$ cat src/rtl/core/fqs_pkg.sv
// Package for the FIFO queue with search: item and result structs, kind codes,
// controller states and the control/status structs between controller and datapath.
// No dependencies.
`default_nettype none

package fqs_pkg;

    localparam int DEPTH_DEF      = 16;
    localparam int DATA_WIDTH_DEF = 32;

    localparam logic [2:0] KIND_ENQ    = 3'd0;
    localparam logic [2:0] KIND_DEQ    = 3'd1;
    localparam logic [2:0] KIND_PEEK   = 3'd2;
    localparam logic [2:0] KIND_SEARCH = 3'd3;
    localparam logic [2:0] KIND_CLEAR  = 3'd4;

    typedef struct packed {
        logic [2:0]         kind;
        logic signed [31:0] value;
    } t_item;

    typedef struct packed {
        logic signed [31:0] front_value;
        logic signed [31:0] rear_value;
        logic [4:0]         entry_count;
        logic               is_empty;
        logic               is_full;
        logic               found;
        logic               error;
    } t_result;

    typedef enum logic [2:0] {
        ST_IDLE,
        ST_EXEC,
        ST_FETCH,
        ST_SCAN,
        ST_REPORT
    } t_state;

    // controller -> datapath
    typedef struct packed {
        logic load;        // capture the accepted item, clear result flags
        logic enq_write;   // write the word at tail, bump tail and count
        logic set_err;     // flag the operation as an error
        logic clear;       // return pointers and count to zero
        logic read_head;   // read the head entry, arm the scan pointer
        logic take_front;  // capture the read word as front value
        logic pop;         // advance head, drop count
        logic scan_step;   // compare read word, read the next entry
    } t_dp_cmd;

    // datapath -> controller
    typedef struct packed {
        logic [2:0] kind;
        logic       empty;
        logic       full;
        logic       match;      // read word equals the search value
        logic       scan_last;  // the word under compare is the last valid one
    } t_dp_stat;

endpackage

`default_nettype wire

$ cat src/rtl/core/fqs_ctrl.sv
// Controller state machine for the FIFO queue with search.
// Depends on fqs_pkg for states, kind codes and the command/status structs.
`default_nettype none

module fqs_ctrl (
    input  wire logic             i_clk,
    input  wire logic             i_rst_n,
    input  wire logic             i_start,
    input  wire fqs_pkg::t_dp_stat i_stat,
    output fqs_pkg::t_dp_cmd      o_cmd,
    output logic                  o_busy,
    output logic                  o_valid
);

    fqs_pkg::t_state r_state;
    fqs_pkg::t_state n_state;

    always_ff @(posedge i_clk) begin
        if (!i_rst_n) begin
            r_state <= fqs_pkg::ST_IDLE;
        end else begin
            r_state <= n_state;
        end
    end

    always_comb begin
        n_state = r_state;
        o_cmd   = '0;
        o_busy  = 1'b1;
        o_valid = 1'b0;
        case (r_state)
            fqs_pkg::ST_IDLE: begin
                o_busy = 1'b0;
                if (i_start) begin
                    o_cmd.load = 1'b1;
                    n_state    = fqs_pkg::ST_EXEC;
                end
            end
            fqs_pkg::ST_EXEC: begin
                n_state = fqs_pkg::ST_REPORT;
                case (i_stat.kind)
                    fqs_pkg::KIND_ENQ: begin
                        if (i_stat.full) begin
                            o_cmd.set_err = 1'b1;
                        end else begin
                            o_cmd.enq_write = 1'b1;
                        end
                    end
                    fqs_pkg::KIND_DEQ, fqs_pkg::KIND_PEEK: begin
                        if (i_stat.empty) begin
                            o_cmd.set_err = 1'b1;
                        end else begin
                            o_cmd.read_head = 1'b1;
                            n_state         = fqs_pkg::ST_FETCH;
                        end
                    end
                    fqs_pkg::KIND_SEARCH: begin
                        if (!i_stat.empty) begin
                            o_cmd.read_head = 1'b1;
                            n_state         = fqs_pkg::ST_SCAN;
                        end
                    end
                    fqs_pkg::KIND_CLEAR: begin
                        o_cmd.clear = 1'b1;
                    end
                    default: begin
                    end
                endcase
            end
            fqs_pkg::ST_FETCH: begin
                o_cmd.take_front = 1'b1;
                o_cmd.pop        = (i_stat.kind == fqs_pkg::KIND_DEQ);
                n_state          = fqs_pkg::ST_REPORT;
            end
            fqs_pkg::ST_SCAN: begin
                o_cmd.scan_step = 1'b1;
                if (i_stat.match || i_stat.scan_last) begin
                    n_state = fqs_pkg::ST_REPORT;
                end
            end
            fqs_pkg::ST_REPORT: begin
                o_valid = 1'b1;
                n_state = fqs_pkg::ST_IDLE;
            end
            default: begin
                n_state = fqs_pkg::ST_IDLE;
            end
        endcase
    end

endmodule

`default_nettype wire

$ cat src/rtl/core/fqs_dp.sv
// Datapath for the FIFO queue with search: entry memory, head/tail pointers,
// count, newest-word copy, scan pointer and result registers. Depends on fqs_pkg.
`default_nettype none

module fqs_dp #(
    parameter int DEPTH      = fqs_pkg::DEPTH_DEF,
    parameter int DATA_WIDTH = fqs_pkg::DATA_WIDTH_DEF
) (
    input  wire logic             i_clk,
    input  wire logic             i_rst_n,
    input  wire fqs_pkg::t_item   i_item,
    input  wire fqs_pkg::t_dp_cmd i_cmd,
    output fqs_pkg::t_dp_stat     o_stat,
    output fqs_pkg::t_result      o_result
);

    localparam int AW = $clog2(DEPTH);
    localparam int CW = $clog2(DEPTH + 1);

    logic [DATA_WIDTH-1:0] r_mem [DEPTH];
    logic [DATA_WIDTH-1:0] r_rd_data;
    logic [AW-1:0]         rd_addr;

    logic [2:0]            r_kind;
    logic [DATA_WIDTH-1:0] r_word;
    logic [DATA_WIDTH-1:0] r_rear_word;
    logic [AW-1:0]         r_head, r_tail, r_scan_ptr;
    logic [CW-1:0]         r_count, r_scan_left;
    logic signed [31:0]    r_front;
    logic                  r_found, r_err;

    function automatic logic [AW-1:0] next_pos(input logic [AW-1:0] p);
        next_pos = (p == AW'(DEPTH - 1)) ? '0 : p + 1'b1;
    endfunction

    assign rd_addr = i_cmd.read_head ? r_head : r_scan_ptr;

    // entry memory: one write port, one registered read port
    always_ff @(posedge i_clk) begin
        if (i_cmd.enq_write) begin
            r_mem[r_tail] <= r_word;
        end
        r_rd_data <= r_mem[rd_addr];
    end

    // payload registers
    always_ff @(posedge i_clk) begin
        if (i_cmd.load) begin
            r_kind <= i_item.kind;
            r_word <= DATA_WIDTH'($unsigned(i_item.value));
        end
        if (i_cmd.enq_write) begin
            r_rear_word <= r_word;
        end
        if (i_cmd.read_head) begin
            r_scan_ptr  <= next_pos(r_head);
            r_scan_left <= r_count;
        end else if (i_cmd.scan_step) begin
            r_scan_ptr  <= next_pos(r_scan_ptr);
            r_scan_left <= r_scan_left - 1'b1;
        end
        if (i_cmd.load) begin
            r_front <= '0;
        end else if (i_cmd.take_front) begin
            r_front <= 32'($signed(r_rd_data));
        end
    end

    // control registers
    always_ff @(posedge i_clk) begin
        if (!i_rst_n) begin
            r_head  <= '0;
            r_tail  <= '0;
            r_count <= '0;
            r_found <= 1'b0;
            r_err   <= 1'b0;
        end else begin
            if (i_cmd.load) begin
                r_found <= 1'b0;
                r_err   <= 1'b0;
            end
            if (i_cmd.set_err) begin
                r_err <= 1'b1;
            end
            if (i_cmd.scan_step && o_stat.match) begin
                r_found <= 1'b1;
            end
            if (i_cmd.clear) begin
                r_head  <= '0;
                r_tail  <= '0;
                r_count <= '0;
            end else if (i_cmd.enq_write) begin
                r_tail  <= next_pos(r_tail);
                r_count <= r_count + 1'b1;
            end else if (i_cmd.pop) begin
                r_head  <= next_pos(r_head);
                r_count <= r_count - 1'b1;
            end
        end
    end

    assign o_stat.kind      = r_kind;
    assign o_stat.empty     = (r_count == '0);
    assign o_stat.full      = (r_count == CW'(DEPTH));
    assign o_stat.match     = (r_rd_data == r_word);
    assign o_stat.scan_last = (r_scan_left == CW'(1));

    assign o_result.front_value = r_front;
    assign o_result.rear_value  = o_stat.empty ? 32'sd0 : 32'($signed(r_rear_word));
    assign o_result.entry_count = 5'(r_count);
    assign o_result.is_empty    = o_stat.empty;
    assign o_result.is_full     = o_stat.full;
    assign o_result.found       = r_found;
    assign o_result.error       = r_err;

endmodule

`default_nettype wire

$ cat src/rtl/core/fifo_queue_with_search.sv
// FIFO queue with search. An accepted item goes through EXEC to REPORT, which
// strobes the result, for enqueue, clear, unused kinds and dequeue, peek or
// search on an empty queue; dequeue and peek pass through FETCH (one registered
// read of the entry memory); search stays in SCAN to a match or the last valid
// entry, one entry compared per cycle; busy falls the cycle after the strobe.
// Synchronous active-low reset empties the queue; the receiver cannot stall.
`default_nettype none

module fifo_queue_with_search #(
    parameter int DEPTH      = fqs_pkg::DEPTH_DEF,
    parameter int DATA_WIDTH = fqs_pkg::DATA_WIDTH_DEF
) (
    input  wire logic           i_clk,
    input  wire logic           i_rst_n,
    input  wire logic           start,
    input  wire fqs_pkg::t_item i_cmd,
    output logic                busy,
    output logic                o_valid,
    output fqs_pkg::t_result    o_result
);

    // command and status between the sequencer and the queue datapath
    fqs_pkg::t_dp_cmd  dp_cmd;
    fqs_pkg::t_dp_stat dp_stat;

    // Sequencer: take a transfer when idle, run the operation, strobe the result.
    fqs_ctrl u_ctrl (
        .i_clk   (i_clk),
        .i_rst_n (i_rst_n),
        .i_start (start),
        .i_stat  (dp_stat),
        .o_cmd   (dp_cmd),
        .o_busy  (busy),
        .o_valid (o_valid)
    );

    // Datapath: hold entries, pointers and count; result fields come straight
    // from its registers and are stable during the strobe cycle.
    fqs_dp #(
        .DEPTH      (DEPTH),
        .DATA_WIDTH (DATA_WIDTH)
    ) u_dp (
        .i_clk    (i_clk),
        .i_rst_n  (i_rst_n),
        .i_item   (i_cmd),
        .i_cmd    (dp_cmd),
        .o_stat   (dp_stat),
        .o_result (o_result)
    );

endmodule

`default_nettype wire

$ cat config.mk
export PLATFORM = sky130hd
export DESIGN_NAME = fifo_queue_with_search
export DESIGN_NICKNAME = d
export VERILOG_FILES = /design/src/rtl/core/fqs_pkg.sv /design/src/rtl/core/fqs_ctrl.sv /design/src/rtl/core/fqs_dp.sv /design/src/rtl/core/fifo_queue_with_search.sv
export SDC_FILE = /design/constraint.sdc
export NUM_CORES = 1
export LEC_CHECK = 0
export ABC_AREA = 1
export BUFFER_PORTS_ARGS = -buffer_cell sky130_fd_sc_hd__buf_2
export CAP_MARGIN = 20
export CORE_MARGIN = 2
export CORE_UTILIZATION = 45
export CTS_CLUSTER_SIZE = 40
export DETAILED_ROUTE_END_ITERATION = 7
export PLACE_DENSITY = 0.72
export SLEW_MARGIN = 20
export SYNTH_ARGS = -nofsm -noshare
export SYNTH_HDL_FRONTEND = slang
export SYNTH_SLANG_ARGS = --single-unit
$ cat constraint.sdc
create_clock -name i_clk -period 13.9 [get_ports i_clk]
set_input_delay 2.78 -clock i_clk [delete_from_list [all_inputs] [get_ports i_clk]]
set_output_delay 2.78 -clock i_clk [all_outputs]
set_load 0.01 [all_outputs]
==> impl_metrics.ini, run 1 <==
[run_status]
status = finished, final reports clean

[timing]
hold_viol = 0
worst_pin_slew_ps = 1020
rsz0062_at_grt = false
setup_tns_ps = 0
setup_viol = 0
slew_headroom_pct = 31.7
fin_skew_ps = 21.5
finalCriticalPeriod_ps = 5040
slew_viol_final = 0
fin_crit_sh_pct = 36.3
fmax_ghz = 0.198

[global_routing]
grt_pass1_vias = 18400
antenna_found_initial = 0
grt_max_degree = 106
grt_overflow_total = 0
grt_first_pass_wirelength_mm = 106
grtUsageTotal_pct = 21.8

[worst_setup_path]
cp-start-kind = flop
timing.rr.end = u_dp.r_rd_data[8]$_DFF_P_
slowest_delay_ps = 380
required_ps = 11120
cp-startpoint = u_dp.r_count[1]$_SDFFE_PP0P_
ff2ff_setup_slack_ps = 9410
path_class = flop to output pin
rr_worst_depth = 13
path_cells = nor2_1 > nand3_2 > buf_4 > nand2_1 > inv_1 > buf_2
crit_slowest_cell = buf_4
r2r_start = u_dp.r_count[1]$_SDFFE_PP0P_
end_kind = output pin
critPathMaxFanout = 26
crit_end = o_result[31]
cp.arrival_ps = 2260

[cts]
cts_buffers = 69
cts_max_level = 3
cts_sinks = 670
root_buffer = clkbuf_16
cts-hold-fix-buffers = 0
cts.clk_slew.worst_paths_ps = 60
insertion_delay_ps = 610
cts_setup_buffers = 0
cts_tree = done
cts_buffer_depth = 3
post_cts_resize_count = 0

[synthesis]
ys.flop_type = edfxtp_1
ys_ff_latch = 670
synth.area.top_cells = edfxtp_1, nand3_1, nand2_1, dfxtp_1, inv_1
syn_avg_cell_area_um2 = 10.9
async_flop_share_pct = 0
netlist_instances = 2575
synth-edff-count = 588
ys_warn_count = 0
netlist_top_cells_count = nand2_1, edfxtp_1, nand3_1
synthesis.nets = 2626
yosysSeqAreaShare_pct = 68.9
yosysMostFrequentCell = nand2_1
synth_top_cell_by_area = edfxtp_1
ys_types = 37
syn-cell-area_um2 = 28000
synth_top_area_share_pct = 63.1

[power_and_ir_drop]
swShare_pct = 21.2
power_density_nw_per_um2 = 134
pwr-share-clk_pct = 43.0
power_frac_comb_pct = 3.3
ir_drop_mv = 0.0647
p_switching_mw = 0.895
p_leak_nw = 12.6
seqPwrFrac_pct = 53.7
p_int_mw = 3.33

[floorplan]
die_h_um = 253
start_util_pct = 45.4
core_um2 = 61600
dieArea_um2 = 64200
ios = 113
die_x_um = 253
row_count = 91

[layout]
multi_input_area_um2 = 7180
seq_area_um2 = 19300
nets = 2694
drive_gt1_share_pct = 10.7
area_delta_synth_final_pct = 12.8
antenna_cells = 0
n_fill_cell = 5187
fin_util_pct = 51.3

[run]
max_cap_viol_count = 0

[placed_design]
place_hpwl_mm = 35.7
gp_congestion = 0.798
io_buffers = 112

[route]
vias_per_cell = 5.36
postRouteAntennaNets = 0
vias = 18900
first_iter_violations = 2078
drc = 0
wl_mm = 70.2
first_pass_iters = 6
wl_per_cell_um = 19.9

[min_path]
min_path_type = flop to flop
min_path_cells = 2
stage by stage:
stage	std cells	total power [mW]	setup WS, ps	area (um^2)	hold slack, ps
3_5_place_dp	3409	2.45	9350	29400	453
5_1_grt	3534	4.35	8760	31600	477
2_1_floorplan	2575	2.39	9080	28000	441
4_1_cts	3534	4.25	8840	31600	462
6_report	3534	4.23	8860	31600	459
3_3_place_gp	3409	2.45	9490	29400	452
routing by layer:
| layer | global-route usage (%) | up-vias | share of wire (%) |
|---|---|---|---|
| met2 | 36.1 | 866 | 48 |
| met1 | 28.5 | 9062 | 40 |
| met4 | 9.60 | 0 | 3.4 |
| met5 | 0 | - | 0 |
| met3 | 3.39 | 159 | 8.5 |
| li1 | - | 8843 | - |
sequential cells by signal (all words and copies together) (netlist names):
register and cells:
u_dp.r_rd_data 32, u_dp.r_rear_word 32, u_dp.r_found 1, u_dp.r_word 32, u_dp.r_tail 4, u_dp.r_head 4, u_ctrl.r_state 3, u_dp.r_count 5
u_dp.r_front 32, u_dp.r_scan_left 5, u_dp.r_mem 512, u_dp.r_scan_ptr 4, u_dp.r_kind 3, u_dp.r_err 1
cells in the final DEF, fill, tap and decap left out, types with 8 or more instances in the layout:
cell | Yosys | final
a21oi_1 | 50 | 50
buf_2 | 103 | 112
buf_4 | 7 | 35
clkbuf_1 | 35 | 21
clkbuf_16 | 0 | 73
clkbuf_8 | 0 | 8
clkinv_2 | 0 | 10
dfxtp_1 | 82 | 82
edfxtp_1 | 588 | 588
ha_1 | 12 | 12
inv_1 | 267 | 265
nand2_1 | 694 | 694
nand3_1 | 529 | 529
nand3b_1 | 64 | 64
nor2_1 | 45 | 29
nor2_4 | 1 | 17
o21ai_0 | 25 | 25
or2_2 | 8 | 8
xnor2_1 | 27 | 27
area by class of cell:
type	instances	area share (%)
Clock buffer	102	6.38
Clock inverter	23	0.654
Inverter	269	3.20
Multi-Input combinational cell	1486	22.7
Sequential cell	670	61.1
Tap cell	837	3.32
Timing Repair Buffer	147	2.61
worst min path at each step:
stage | endpoint | start
finish | u_dp.r_front[22]$_SDFFE_PP0N_ | u_dp.r_front[22]$_SDFFE_PP0N_
global placement | u_dp.r_front[3]$_SDFFE_PP0N_ | u_dp.r_front[3]$_SDFFE_PP0N_
detailed placement | u_dp.r_front[17]$_SDFFE_PP0N_ | u_dp.r_front[17]$_SDFFE_PP0N_
floorplan | u_dp.r_front[19]$_SDFFE_PP0N_ | u_dp.r_rd_data[19]$_DFF_P_
global route | u_dp.r_front[27]$_SDFFE_PP0N_ | u_dp.r_front[27]$_SDFFE_PP0N_
CTS | u_dp.r_front[17]$_SDFFE_PP0N_ | u_dp.r_front[17]$_SDFFE_PP0N_
kinds of logic after synthesis:
group | Yosys count | share of synthesized area (%)
xor+xnor | 30 | 0.939
flops | 670 | 68.9
fa+ha+maj | 13 | 0.608
buf+inv | 419 | 6.17
mux | 1 | 0.0358
simple gates | 1356 | 21.7
compound gates | 86 | 1.60
power groups by stage:
stage | Clock, mW | Combinational (mW) | Sequential (mW)
final | 1.82 | 0.139 | 2.27
after global routing | 1.92 | 0.154 | 2.27
after CTS | 1.84 | 0.140 | 2.27
after detailed placement | 0 | 0.140 | 2.31
after global placement | 0 | 0.135 | 2.31
after floorplan | 0 | 0.0927 | 2.29
critical path, delay by kind of cell, from the launching register on:
family / cells / cell delay (ps)
DFF: 1 / 370
buffers and inverters: 3 / 550
and+or+nand+nor: 3 / 680
(Power assumes the default switching activity.)
==> run 2, diff against run 1 <==
==> constraint.sdc (replaced) <==
create_clock -name i_clk -period 4.78 [get_ports i_clk]
set_input_delay 0.956 -clock i_clk [delete_from_list [all_inputs] [get_ports i_clk]]
set_output_delay 0.956 -clock i_clk [all_outputs]
set_load 0.01 [all_outputs]
==> impl_metrics.ini, run 2 (same netlist as run 1, synthesis figures left out) <==
[global_routing]
grt_first_pass_wirelength_mm = 107
grtUsageTotal_pct = 21.9
grt_pass1_vias = 18600
antenna_found_initial = 0
grt_overflow_total = 0
grt_max_degree = 166

[cts]
cts_buffers = 72
cts_sinks = 670
insertion_delay_ps = 620
root_buffer = clkbuf_16
cts_buffer_depth = 3
cts-hold-fix-buffers = 0
post_cts_resize_count = 0
cts_max_level = 3
cts.clk_slew.worst_paths_ps = 60
cts_setup_buffers = 0
cts_tree = done

[layout]
largest_register_ffs = 512
area_delta_synth_final_pct = 13.9
regMostFlops = u_dp.r_mem
drive_gt1_share_pct = 11.2
final_area_um2 = 31900
antenna_cells = 0
layout.cells.non_filler = 3548
mostFrequentLayoutCell = nand2_1
final_cell_mix = nand2_1, edfxtp_1, nand3_1
nets = 2704

[worst_setup_path]
crit_slowest_cell = nand2_8
path_cells = nor2_1 > nor2_2 > nand3_4 > nand2_8 > nand2_8 > buf_4 > nand2_1 > nand2_1 > nand2_1 > nand3_1 > nand3_1 > nand2_1
cp-start-kind = flop
ff2ff_setup_slack_ps = 1140
slowest_delay_ps = 670
required_ps = 5330
rr_worst_depth = 12
cp-startpoint = u_dp.r_kind[1]$_DFFE_PP_
r2r_start = u_dp.r_kind[1]$_DFFE_PP_
cpMostUsedCell = nand2_1
path_class = flop to flop
end_kind = flop
cp.arrival_ps = 4190
critPathMaxFanout = 118

[route]
drc = 0
wl_mm = 70.4
vias = 19100
first_pass_iters = 7
postRouteAntennaNets = 0
first_iter_violations = 2042
wl_per_cell_um = 19.8
vias_per_cell = 5.38

[power_and_ir_drop]
p_leak_nw = 12.8
power_density_nw_per_um2 = 397
ir_drop_mv = 0.242

[timing]
finalCriticalPeriod_ps = 3640
setup_tns_ps = 0
fin_ws_ps = 1140
fin_crit_sh_pct = 76.1
fin_skew_ps = 27.5
rsz0062_at_grt = false
fmax_ghz = 0.275
setup_viol = 0
worst_pin_slew_ps = 1090
hold_viol = 0
slew_headroom_pct = 27.0
slew_viol_final = 0

[floorplan]
core_um2 = 61600
die_h_um = 253
dieArea_um2 = 64200
ios = 113
start_util_pct = 45.4
row_count = 91
die_x_um = 253

[placed_design]
gp_congestion = 0.867
dp_slack_ps = 1140
place_hpwl_mm = 38.2
dp_cells = 3416
io_buffers = 112
dpl_cell_area_um2 = 29500

[min_path]
min_path_cells = 2
min_path_type = flop to flop
hp-start = u_dp.r_front[14]$_SDFFE_PP0N_

[run_status]
status = finished, final reports clean

[run]
max_cap_viol_count = 0
-- run 2: cell types whose count changed in the layout (fill, tap and decap cells not counted), sizes merged --
| cell | before | now |
|---|---|---|
| inv | 270 | 275 |
| clkinv | 15 | 22 |
| clkinvlp | 4 | 3 |
| clkbuf | 102 | 94 |
| bufinv | 3 | 7 |
| buf | 147 | 154 |
-- run 2: metrics by stage --
step / power [mW] / utilization [%] / hold WS (ps)
2_1_floorplan: 6.94 / - / 441
5_1_grt: 13.0 / 51.8 / 490
3_5_place_dp: 7.15 / 47.9 / 452
3_3_place_gp: 7.13 / 47.9 / 447
6_report: 12.7 / 51.8 / 459
4_1_cts: 12.8 / 51.8 / 459
-- run 2: final timing paths --
kind / to
worst max-delay path: u_dp.r_rd_data[0]$_DFF_P_
worst min-delay path: u_dp.r_front[14]$_SDFFE_PP0N_
worst max register to register: u_dp.r_rd_data[0]$_DFF_P_
worst min register to register: u_dp.r_front[14]$_SDFFE_PP0N_
-- run 2: area by class of cell --
cell class	instances	area (um^2)
Tap cell	837	1050
Fill cell	5151	29700
Timing Repair Buffer	154	951
Inverter	269	1010
Clock buffer	94	2020
Clock inverter	38	385
Sequential cell	670	19300
Multi-Input combinational cell	1486	7180
-- run 2: routing by layer --
metal / part of all wire (%) / global-route usage [%]
met4: 3.5 / 9.45
met3: 8.3 / 3.69
met5: 0 / 0
met2: 47 / 35.7
met1: 41 / 29.1
-- run 2: report_power, final --
| part | internal, mW | leakage, nW | switching, mW |
|---|---|---|---|
| clock network | 3.37 | 1.18 | 2.28 |
| logic | 0.133 | 5.65 | 0.289 |
| registers | 6.47 | 5.98 | 0.139 |
-- run 2: worst max-delay path, delay by kind of cell, from the launching register on --
family	cells	cell delay (ps)
AND/OR/NAND/NOR	11	2540
buffers and inverters	1	580
flip-flops	1	420
